===== src/sv/spid_pkg.sv =====
package spid_pkg;

  localparam int DEPTH  = 16;
  localparam int ADDR_W = $clog2(DEPTH);
  localparam int CNT_W  = 5;
  localparam int DATA_W = 32;
  localparam int OP_W   = 3;
  localparam int ST_W   = 2;

  localparam logic [OP_W-1:0] OP_PUSH   = 3'd0;
  localparam logic [OP_W-1:0] OP_POP    = 3'd1;
  localparam logic [OP_W-1:0] OP_INSERT = 3'd2;
  localparam logic [OP_W-1:0] OP_DELETE = 3'd3;
  localparam logic [OP_W-1:0] OP_SEARCH = 3'd4;

  localparam logic [ST_W-1:0] ST_OK    = 2'd0;
  localparam logic [ST_W-1:0] ST_EMPTY = 2'd1;
  localparam logic [ST_W-1:0] ST_FULL  = 2'd2;
  localparam logic [ST_W-1:0] ST_RANGE = 2'd3;

  // controller to datapath
  typedef struct packed {
    logic load;
    logic check;
    logic rd;
    logic wb;
    logic fin;
  } spid_cmd_t;

  // datapath to controller
  typedef struct packed {
    logic go_loop;
    logic more;
  } spid_stat_t;

endpackage


===== src/sv/spid_ram.sv =====
module spid_ram #(
  parameter int WIDTH = 32,
  parameter int DEPTH = 16
) (
  input  logic                     clk,
  input  logic                     we,
  input  logic [$clog2(DEPTH)-1:0] waddr,
  input  logic [WIDTH-1:0]         wdata,
  input  logic                     re,
  input  logic [$clog2(DEPTH)-1:0] raddr,
  output logic [WIDTH-1:0]         rdata
);

  logic [WIDTH-1:0] mem [DEPTH];

  always_ff @(posedge clk) begin
    if (we) begin
      mem[waddr] <= wdata;
    end
    if (re) begin
      rdata <= mem[raddr];
    end
  end

endmodule


===== src/sv/spid_ctrl.sv =====
module spid_ctrl (
  input  logic                clk,
  input  logic                rst_n,
  input  logic                start,
  output logic                busy,
  input  spid_pkg::spid_stat_t stat,
  output spid_pkg::spid_cmd_t  cmd
);

  localparam logic [2:0] S_IDLE  = 3'd0;
  localparam logic [2:0] S_CHECK = 3'd1;
  localparam logic [2:0] S_READ  = 3'd2;
  localparam logic [2:0] S_WBACK = 3'd3;
  localparam logic [2:0] S_FINAL = 3'd4;

  logic [2:0] state_r;
  logic [2:0] state_nxt;

  always_comb begin
    state_nxt = state_r;
    unique case (state_r)
      S_IDLE: begin
        if (start) begin
          state_nxt = S_CHECK;
        end
      end
      S_CHECK: begin
        state_nxt = stat.go_loop ? S_READ : S_FINAL;
      end
      S_READ: begin
        state_nxt = S_WBACK;
      end
      S_WBACK: begin
        state_nxt = stat.more ? S_READ : S_FINAL;
      end
      S_FINAL: begin
        state_nxt = S_IDLE;
      end
      default: begin
        state_nxt = S_IDLE;
      end
    endcase
  end

  always_ff @(posedge clk) begin
    if (!rst_n) begin
      state_r <= S_IDLE;
    end else begin
      state_r <= state_nxt;
    end
  end

  assign busy      = (state_r != S_IDLE);
  assign cmd.load  = (state_r == S_IDLE) && start;
  assign cmd.check = (state_r == S_CHECK);
  assign cmd.rd    = (state_r == S_READ);
  assign cmd.wb    = (state_r == S_WBACK);
  assign cmd.fin   = (state_r == S_FINAL);

endmodule


===== src/sv/spid_dp.sv =====
module spid_dp (
  input  logic                                  clk,
  input  logic                                  rst_n,
  input  logic [spid_pkg::OP_W-1:0]             in_op,
  input  logic signed [spid_pkg::DATA_W-1:0]    in_value,
  input  logic [spid_pkg::CNT_W-1:0]            in_position,
  input  spid_pkg::spid_cmd_t                   cmd,
  output spid_pkg::spid_stat_t                  stat,
  output logic                                  out_valid,
  output logic signed [spid_pkg::DATA_W-1:0]    out_value_out,
  output logic [spid_pkg::CNT_W-1:0]            out_found_position,
  output logic [spid_pkg::CNT_W-1:0]            out_entry_count,
  output logic [spid_pkg::ST_W-1:0]             out_status
);

  localparam int AW = spid_pkg::ADDR_W;
  localparam int CW = spid_pkg::CNT_W;
  localparam int DW = spid_pkg::DATA_W;

  logic [spid_pkg::OP_W-1:0] op_r, op_nxt;
  logic [DW-1:0]             val_r, val_nxt;
  logic [CW-1:0]             pos_r, pos_nxt;
  logic [CW-1:0]             occ_r, occ_nxt;
  logic [CW-1:0]             idx_r, idx_nxt;
  logic [DW-1:0]             res_r, res_nxt;
  logic [CW-1:0]             found_r, found_nxt;
  logic [spid_pkg::ST_W-1:0] status_r, status_nxt;

  logic                      out_valid_r, out_valid_nxt;
  logic [DW-1:0]             out_val_r, out_val_nxt;
  logic [CW-1:0]             out_found_r, out_found_nxt;
  logic [CW-1:0]             out_count_r, out_count_nxt;
  logic [spid_pkg::ST_W-1:0] out_status_r, out_status_nxt;

  logic          ram_we;
  logic [AW-1:0] ram_waddr;
  logic [DW-1:0] ram_wdata;
  logic [AW-1:0] ram_raddr;
  logic [DW-1:0] ram_rdata;

  logic                      full;
  logic                      empty;
  logic [CW-1:0]             eff_pos;
  logic [CW-1:0]             eff_pos_m1;
  logic [CW-1:0]             pos_m1;
  logic [CW-1:0]             idx_m1;
  logic [CW:0]               occ_p1;
  logic [spid_pkg::ST_W-1:0] chk_status;

  spid_ram #(
    .WIDTH (DW),
    .DEPTH (spid_pkg::DEPTH)
  ) u_ram (
    .clk   (clk),
    .we    (ram_we),
    .waddr (ram_waddr),
    .wdata (ram_wdata),
    .re    (cmd.rd),
    .raddr (ram_raddr),
    .rdata (ram_rdata)
  );

  assign full       = (occ_r == CW'(spid_pkg::DEPTH));
  assign empty      = (occ_r == '0);
  // a pop is a delete of the top entry
  assign eff_pos    = (op_r == spid_pkg::OP_POP) ? occ_r : pos_r;
  assign eff_pos_m1 = eff_pos - 1'b1;
  assign pos_m1     = pos_r - 1'b1;
  assign idx_m1     = idx_r - 1'b1;
  assign occ_p1     = {1'b0, occ_r} + 1'b1;

  always_comb begin
    chk_status = spid_pkg::ST_OK;
    unique case (op_r)
      spid_pkg::OP_PUSH: begin
        if (full) chk_status = spid_pkg::ST_FULL;
      end
      spid_pkg::OP_POP: begin
        if (empty) chk_status = spid_pkg::ST_EMPTY;
      end
      spid_pkg::OP_INSERT: begin
        if (full) begin
          chk_status = spid_pkg::ST_FULL;
        end else if (pos_r == '0 || {1'b0, pos_r} > occ_p1) begin
          chk_status = spid_pkg::ST_RANGE;
        end
      end
      spid_pkg::OP_DELETE: begin
        if (empty) begin
          chk_status = spid_pkg::ST_EMPTY;
        end else if (pos_r == '0 || pos_r > occ_r) begin
          chk_status = spid_pkg::ST_RANGE;
        end
      end
      default: begin
        chk_status = spid_pkg::ST_OK;
      end
    endcase
  end

  // insert and search read one below the cursor, pop and delete read at it
  assign ram_raddr = (op_r == spid_pkg::OP_INSERT || op_r == spid_pkg::OP_SEARCH) ?
                     idx_m1[AW-1:0] : idx_r[AW-1:0];

  always_comb begin
    op_nxt         = op_r;
    val_nxt        = val_r;
    pos_nxt        = pos_r;
    occ_nxt        = occ_r;
    idx_nxt        = idx_r;
    res_nxt        = res_r;
    found_nxt      = found_r;
    status_nxt     = status_r;
    out_valid_nxt  = 1'b0;
    out_val_nxt    = out_val_r;
    out_found_nxt  = out_found_r;
    out_count_nxt  = out_count_r;
    out_status_nxt = out_status_r;
    ram_we         = 1'b0;
    ram_waddr      = '0;
    ram_wdata      = '0;
    stat.go_loop   = 1'b0;
    stat.more      = 1'b0;

    if (chk_status == spid_pkg::ST_OK) begin
      unique case (op_r)
        spid_pkg::OP_POP, spid_pkg::OP_DELETE: stat.go_loop = 1'b1;
        spid_pkg::OP_INSERT: stat.go_loop = (occ_r != eff_pos_m1);
        spid_pkg::OP_SEARCH: stat.go_loop = !empty;
        default:             stat.go_loop = 1'b0;
      endcase
    end

    unique case (op_r)
      spid_pkg::OP_POP, spid_pkg::OP_DELETE: begin
        stat.more = ({1'b0, idx_r} + 1'b1) < {1'b0, occ_r};
      end
      spid_pkg::OP_INSERT: begin
        stat.more = (idx_r > pos_r);
      end
      spid_pkg::OP_SEARCH: begin
        stat.more = (ram_rdata != val_r) && (idx_r > CW'(1));
      end
      default: begin
        stat.more = 1'b0;
      end
    endcase

    if (cmd.load) begin
      op_nxt    = in_op;
      val_nxt   = in_value;
      pos_nxt   = in_position;
      res_nxt   = '0;
      found_nxt = '0;
    end

    if (cmd.check) begin
      status_nxt = chk_status;
      pos_nxt    = eff_pos;
      idx_nxt    = (op_r == spid_pkg::OP_POP || op_r == spid_pkg::OP_DELETE) ?
                   eff_pos_m1 : occ_r;
    end

    if (cmd.wb) begin
      unique case (op_r)
        spid_pkg::OP_POP, spid_pkg::OP_DELETE: begin
          // first read is the removed word, the rest slide down by one
          if (idx_r == pos_m1) begin
            res_nxt = ram_rdata;
          end else begin
            ram_we    = 1'b1;
            ram_waddr = idx_m1[AW-1:0];
            ram_wdata = ram_rdata;
          end
          idx_nxt = idx_r + 1'b1;
        end
        spid_pkg::OP_INSERT: begin
          ram_we    = 1'b1;
          ram_waddr = idx_r[AW-1:0];
          ram_wdata = ram_rdata;
          idx_nxt   = idx_m1;
        end
        spid_pkg::OP_SEARCH: begin
          if (ram_rdata == val_r) begin
            found_nxt = idx_r;
          end else begin
            idx_nxt = idx_m1;
          end
        end
        default: begin
          idx_nxt = idx_r;
        end
      endcase
    end

    if (cmd.fin) begin
      if (status_r == spid_pkg::ST_OK) begin
        unique case (op_r)
          spid_pkg::OP_PUSH: begin
            ram_we    = 1'b1;
            ram_waddr = occ_r[AW-1:0];
            ram_wdata = val_r;
            occ_nxt   = occ_r + 1'b1;
          end
          spid_pkg::OP_INSERT: begin
            ram_we    = 1'b1;
            ram_waddr = idx_r[AW-1:0];
            ram_wdata = val_r;
            occ_nxt   = occ_r + 1'b1;
          end
          spid_pkg::OP_POP, spid_pkg::OP_DELETE: begin
            occ_nxt = occ_r - 1'b1;
          end
          default: begin
            occ_nxt = occ_r;
          end
        endcase
      end
      out_valid_nxt  = 1'b1;
      out_val_nxt    = res_r;
      out_found_nxt  = found_r;
      out_count_nxt  = occ_nxt;
      out_status_nxt = status_r;
    end
  end

  always_ff @(posedge clk) begin
    if (!rst_n) begin
      occ_r       <= '0;
      out_valid_r <= 1'b0;
    end else begin
      occ_r       <= occ_nxt;
      out_valid_r <= out_valid_nxt;
    end
  end

  always_ff @(posedge clk) begin
    op_r         <= op_nxt;
    val_r        <= val_nxt;
    pos_r        <= pos_nxt;
    idx_r        <= idx_nxt;
    res_r        <= res_nxt;
    found_r      <= found_nxt;
    status_r     <= status_nxt;
    out_val_r    <= out_val_nxt;
    out_found_r  <= out_found_nxt;
    out_count_r  <= out_count_nxt;
    out_status_r <= out_status_nxt;
  end

  assign out_valid          = out_valid_r;
  assign out_value_out      = out_val_r;
  assign out_found_position = out_found_r;
  assign out_entry_count    = out_count_r;
  assign out_status         = out_status_r;

  a_occ_bound: assert property (@(posedge clk) disable iff (!rst_n)
    occ_r <= CW'(spid_pkg::DEPTH))
    else $error("entry count above depth");

  a_strobe_single: assert property (@(posedge clk) disable iff (!rst_n)
    out_valid_r |=> !out_valid_r)
    else $error("result strobe held for two cycles");

  a_fail_zero: assert property (@(posedge clk) disable iff (!rst_n)
    out_valid_r && out_status_r != spid_pkg::ST_OK |->
      out_val_r == '0 && out_found_r == '0)
    else $error("failed request returned data");

  a_found_bound: assert property (@(posedge clk) disable iff (!rst_n)
    out_valid_r |-> out_found_r <= out_count_r)
    else $error("found position above entry count");

endmodule


===== src/sv/stack_with_positional_insert_delete_unit.sv =====
// Bounded stack of 32-bit words with push, pop, positional insert and delete, and search.
// Request channel: drive in_op, in_value and in_position with start high; the request is
// taken at a rising edge where start is high and busy is low. busy stays high until the
// result has been produced.
// Result channel: out_valid is high for exactly one cycle with out_value_out,
// out_found_position, out_entry_count and out_status; the receiver cannot stall it.
// A request is checked, then takes a step per entry moved or compared in the storage RAM
// (a registered read, then one write or compare), then a final step. Push, failed requests
// and unknown codes skip the steps; pop reads one entry, delete and insert at position p
// step over the entries from p to the top, search walks down to its first hit.
// busy drops as out_valid rises, so the next request can be taken in the strobe cycle.
// Reset (rst_n low, synchronous) empties the stack and clears the strobe; stored words
// need no clearing since only entries below the count are ever read.
module stack_with_positional_insert_delete_unit (
  input  logic                               clk,
  input  logic                               rst_n,
  input  logic                               start,
  output logic                               busy,
  input  logic [spid_pkg::OP_W-1:0]          in_op,
  input  logic signed [spid_pkg::DATA_W-1:0] in_value,
  input  logic [spid_pkg::CNT_W-1:0]         in_position,
  output logic                               out_valid,
  output logic signed [spid_pkg::DATA_W-1:0] out_value_out,
  output logic [spid_pkg::CNT_W-1:0]         out_found_position,
  output logic [spid_pkg::CNT_W-1:0]         out_entry_count,
  output logic [spid_pkg::ST_W-1:0]          out_status
);

  spid_pkg::spid_cmd_t  cmd;
  spid_pkg::spid_stat_t stat;

  spid_ctrl u_ctrl (
    .clk   (clk),
    .rst_n (rst_n),
    .start (start),
    .busy  (busy),
    .stat  (stat),
    .cmd   (cmd)
  );

  spid_dp u_dp (
    .clk                (clk),
    .rst_n              (rst_n),
    .in_op              (in_op),
    .in_value           (in_value),
    .in_position        (in_position),
    .cmd                (cmd),
    .stat               (stat),
    .out_valid          (out_valid),
    .out_value_out      (out_value_out),
    .out_found_position (out_found_position),
    .out_entry_count    (out_entry_count),
    .out_status         (out_status)
  );

endmodule


===== config.mk =====
export PLATFORM = sky130hd
export DESIGN_NAME = stack_with_positional_insert_delete_unit
export DESIGN_NICKNAME = d
export VERILOG_FILES = /design/src/sv/spid_pkg.sv /design/src/sv/spid_ram.sv /design/src/sv/spid_ctrl.sv /design/src/sv/spid_dp.sv /design/src/sv/stack_with_positional_insert_delete_unit.sv
export SDC_FILE = /design/constraint.sdc
export NUM_CORES = 1
export LEC_CHECK = 0
export BUFFER_PORTS_ARGS = -buffer_cell sky130_fd_sc_hd__buf_2
export CORE_MARGIN = 5
export CORE_UTILIZATION = 48
export DETAILED_ROUTE_END_ITERATION = 10
export GPL_TIMING_DRIVEN = 0
export PLACE_DENSITY = 0.69
export SETUP_SLACK_MARGIN = 0.02
export SLEW_MARGIN = 5
export SYNTH_ARGS = -nofsm -noshare
export SYNTH_HDL_FRONTEND = slang
export SYNTH_HIERARCHICAL = 1
export SYNTH_SLANG_ARGS = --single-unit

===== constraint.sdc =====
create_clock -name clk -period 25.7 [get_ports clk]
set_input_delay 5.14 -clock clk [delete_from_list [all_inputs] [get_ports clk]]
set_output_delay 5.14 -clock clk [all_outputs]
set_load 0.005 [all_outputs]

=== After elaboration in Yosys (flattened, before gate mapping) ===
Memory sizes are Yosys's and may differ from the RTL's. A register that Yosys moved wholly into a read port is not among the register bits.
Index checks and enable logic that the tools add are counted.

* Output and inout port bits: 46
* Input port bits: 43
* Logic and storage cells: 114
* Register bits: 137
* RAM bits: 512
* Latch bits: 0
* Memories kept: 1
* Bits in read-only memories: 0

{| class="wikitable"
|+ Memories
! name !! words !! bits a word !! read ports !! clocked after Yosys merged registers in !! wr ports !! RTL line !! source
|-
| u_dp.u_ram.mem || 16 || 32 || 1 || 1 || 1 || spid_ram.sv:14 || <nowiki>logic [WIDTH-1:0] mem [DEPTH];</nowiki>
|}

* Bitwise logic cells: 0
* Reduce and logical (&&, ||, !) cells: 17
* $add $sub $neg: 8
* Mux-type cells: 54
* Div/mod/pow operators: 0
* Shifts and indexed selects: 0
* Equal/unequal tests: 15
* Multipliers: 0
* $lt $le $gt $ge: 5

{| class="wikitable"
|+ Operators by type and width
! operator !! count
|-
| 2-to-1 mux 32 bit || 9
|-
| one-hot mux 32 bit (2 select lines) || 1
|-
| 2-to-1 mux 5 bit || 12
|-
| == test 32 bit || 1
|-
| != test 32 bit || 1
|-
| 2-to-1 mux 4 bit || 5
|-
| subtractor 5 x 1 -> 5 bit, second input constant || 4
|-
| one-hot mux 4 bit (2 select lines) || 2
|-
| one-hot mux 5 bit (3 select lines) || 1
|-
| adder 5 x 1 -> 6 bit, second input constant || 2
|-
| == test 3 x 2 -> 1 bit, second input constant || 4
|-
| one-hot mux 3 bit (4 select lines) || 1
|-
| adder 5 x 1 -> 5 bit, second input constant || 2
|-
| greater-than comparator 5 bit || 2
|-
| zero test 5 bit || 2
|-
| 2-to-1 mux 1 bit || 10
|-
| 2-to-1 mux 2 bit || 5
|-
| one-hot mux 5 bit (2 select lines) || 1
|-
| 2-to-1 mux 3 bit || 3
|-
| one-hot mux 2 bit (4 select lines) || 1
|-
| == test 3 x 1 -> 1 bit, second input constant || 2
|-
| == test 3 bit, second input constant || 2
|-
| greater-than comparator 5 x 6 -> 1 bit || 1
|-
| zero test 3 bit || 2
|-
| other kinds (16) || 23
|}

=== Logic depth before layout (Yosys ltp) ===
* Depth after elaboration: 10
* Gate-level depth with buffers: 14
* Mapped depth without buffers: 13

=== Hierarchy ===
The synthesis kept the hierarchy.

{| class="wikitable"
|+ Modules (own cells, without submodules)
! module !! area each (um2) !! cells each !! times used !! sequential area each (um2)
|-
| spid_ram || 20,155.6 || 838 || 1 || 16,335.7
|-
| spid_dp || 6,837.8 || 629 || 1 || 3,593.4
|-
| spid_ctrl || 185.2 || 19 || 1 || 60.1
|}

=== Worst setup path after synthesis ===
No wires, ideal clock.

* Path type: register -> register
* From: register u_ctrl.state_r[1]
* To: memory u_dp.u_ram.mem[0][0], enable pin
* Clock period less this slack: 8.634 ns
* Path slack: 17.066 ns
* Library setup time: 0.461 ns
* Cell stages (with the launch flop): 9
* Required time: 25.239 ns
* Path buffers: 2
* Data arrival time: 8.173 ns
* Cells stage by stage: dfxtp_1 > buf_6 > nor3b_1 > nand2_1 > or2_2 > clkbuf_1 > nand2_1 > or3b_2 > nor3_1

{| class="wikitable"
|+ RTL lines
! item !! RTL line !! source
|-
| start, declared || spid_ctrl.sv:16 || <nowiki>logic [2:0] state_r;</nowiki>
|-
| start signal, assigned || spid_ctrl.sv:49 || <nowiki>state_r <= state_nxt;</nowiki>
|-
| end, declared || spid_ram.sv:14 ||
|}

==> results.cfg <==
[outcome]
outcome = finished clean

[global_route]
grt_pass1_vias = 14700
antenna_found_initial = 0
grt-ovfl-total = 0
grt_pass1_wl_um = 96700
track_usage_pct = 21.5
grt_start_max_net_pins = 22

[logic_synthesis]
synth_cell_types = 62
ys_seq_elements = 681
synth_adder_area_share_pct = 1.41
synth-xor-area-share_pct = 2.09
syn_area_um2 = 27200
syn_avg_cell_area_um2 = 18.3
synth_compound_area_share_pct = 5.56
yosys.area_share.simple_pct = 4.61
seq_area_frac_synth_pct = 73.5
yosysWarnings = 6
synth_top_family_by_area = multiplexers
synth_flop_cell = edfxtp_1
synthMuxAreaShare_pct = 11.1
synth-edff-count = 635
async_flop_share_pct = 0
synth_nets = 1559
synthCells = 1486

[drt]
num_vias = 14900
wl_um = 65900
wl_per_cell_um = 26.4
viasPerCell = 5.98
ant_nets = 0
drc_errors = 0
drtIter0Drc = 1625
firstDrtPassIters = 5

[run]
maxCapViolCount = 0

[die]
dieArea_um2 = 61500
die_x_um = 248
floorplan.initialDensity_pct = 48.3
core-area_um2 = 56300
pin_count = 89
die_height_um = 248
num_rows = 87

[setup_path]
critPathCaptureType = register
cp_slowest_cell = clkbuf_1
critical_path.most_common_cell = clkbuf_1
crit_required_ps = 26160
crit_chain = buf_2 -> inv_1 -> nor2_4 -> buf_16 -> clkbuf_1 -> clkbuf_1 -> nand2b_1 -> o21ai_0
worstSetupStartpoint = start
max_stage_delay_ps = 720
worstPathMaxFanout = 14
start_kind = input port
crit_type = input port to register
r2r_start = u_dp/pos_r[0]$_DFFE_PP_
arrival_ps = 7310
critPathTopFamily = buffers and inverters
path_buf_inv = 5

[cts]
cts_buffers = 70
cts-resized-gates = 0
cts_sinks = 681
clock_latency_ps = 610
cts_hold_buf = 0
cts_tree = built
h-tree-depth = 3
clockBufferDepth = 3
clockRootBuffer = clkbuf_16
path_clk_slew_ps = 50
cts_setup_buffers = 0

[finish]
nets = 1758
fin_cells = 2496
area_delta_synth_final_pct = 16.4
num_antenna_cells = 0
final_layout_size_suffix_gt1_share_pct = 23.9

[placed_design]
place_congestion = 0.898
placed_cells = 2369
dpl.hpwl_um = 43600
io_buffers = 88

[timing]
slew_viol_final = 0
max-slew-margin-rel_pct = 20.8
rsz0062_at_grt = no
finalHoldViolCount = 0
timing.fmax_ghz = 0.146
finClkSkew_ps = 25.2
setup_tns_ps = 0
layout_min_cycle_time_ps = 6850
worst_pin_slew_ps = 1180
timing.final.crit_share_pct = 26.7
setup_violations = 0

[pwr]
p_leak_nw = 9.34
peakVddDrop_uv = 48.4
p_per_area_nw_per_um2 = 88.0

[worst_hold_path]
hp-class = register to register
hold_path.startpoint = u_dp/res_r[4]$_DFF_P_
==> final timing paths <==
path | end | slack (ps) | cells past startpoint
max | u_dp/res_r[23]$_DFF_P_ | 18850 | 8
min | u_dp/out_value_out[4]$_DFFE_PP_ | 430 | 0
max reg2reg | u_dp/u_ram/mem[0][12]$_DFFE_PP_ | 20840 | 13
min reg2reg | u_dp/out_value_out[4]$_DFFE_PP_ | 430 | 0
==> where the power goes <==
group / total [mW] / leakage (nW) / internal, mW / switching [mW]
Clock: 1.04 / 1.14 / 0.618 / 0.419
Combinational: 0.504 / 2.81 / 0.208 / 0.296
Sequential: 1.24 / 5.40 / 1.23 / 0.0132
Total: 2.78 / 9.34 / 2.06 / 0.728
==> kinds of logic after synthesis <==
logic type,count (synthesis)
xor gates and xnor gates,65
AOI/OAI and AO/OA,218
and+or+nand+nor,251
adders and majority gates,30
buffers and inverters,100
muxes,141
DFF,681
==> flip-flops by register name (all words and copies together) (netlist names), 32 cells and up <==
register and flops:
u_dp/res_r 32, u_dp/out_value_out 32, u_dp/u_ram/rdata 32, u_dp/u_ram/mem 512, u_dp/val_r 32
==> layout make-up <==
class | count | area [µm²]
Buffer | 81 | 384
Clock buffer | 89 | 1850
Clock inverter | 38 | 507
Fill cell | 4254 | 24600
Inverter | 19 | 71.3
Multi-Input combinational cell | 705 | 6870
Sequential cell | 681 | 20000
Tap cell | 756 | 946
Timing Repair Buffer | 127 | 1010
==> cells in the final DEF (no fill, tap or decap), types with 13 or more instances in the layout <==
master and count:
edfxtp_1 635, mux4_2 128, buf_2 101, nand2_1 96
clkbuf_16 71, a22oi_1 65, xnor2_1 63, clkbuf_1 60
o21ai_0 56, dfxtp_1 46, nand2b_1 38, a22o_1 32
ha_1 29, nor2_1 23, a21oi_1 23, buf_4 20
inv_1 18, buf_6 17, nor2_4 13, nand3_1 13
==> through the flow <==
stage,area [µm²],utilization [%],hold slack [ps],setup WS [ps],total power [mW]
after floorplan,27200,-,408,17070,1.61
after global placement,28600,50.8,416,10280,1.76
after detailed placement,29300,52.0,419,18170,1.77
after CTS,31600,56.2,433,18820,2.80
after global routing,31600,56.2,443,18710,2.89
final,31600,56.2,430,18850,2.78
==> Yosys cell counts, types with 11 or more instances <==
cell	n	share of area (%)
nand4_1	12	0.28
a22oi_1	65	1.8
nand2_1	96	1.3
nor3_1	13	0.24
xnor2_1	63	2.0
nor2_1	35	0.48
buf_2	13	0.24
clkbuf_1	43	0.59
o21ai_0	56	1.0
ha_1	29	1.3
dfxtp_1	46	3.4
a22o_1	32	1.0
a21oi_1	23	0.42
mux4_2	128	11
mux2i_1	11	0.41
nand3_1	13	0.24
buf_1	12	0.17
edfxtp_1	635	70
inv_1	18	0.25
nand2b_1	38	0.87
==> metal layers <==
layer  share of wire, %  track usage [%]
met1                 40             30.6
met2                 48             34.7
met3                9.7             4.42
met4                1.8             5.11
met5                  0                0
Power figures use the tool's default switching activity.
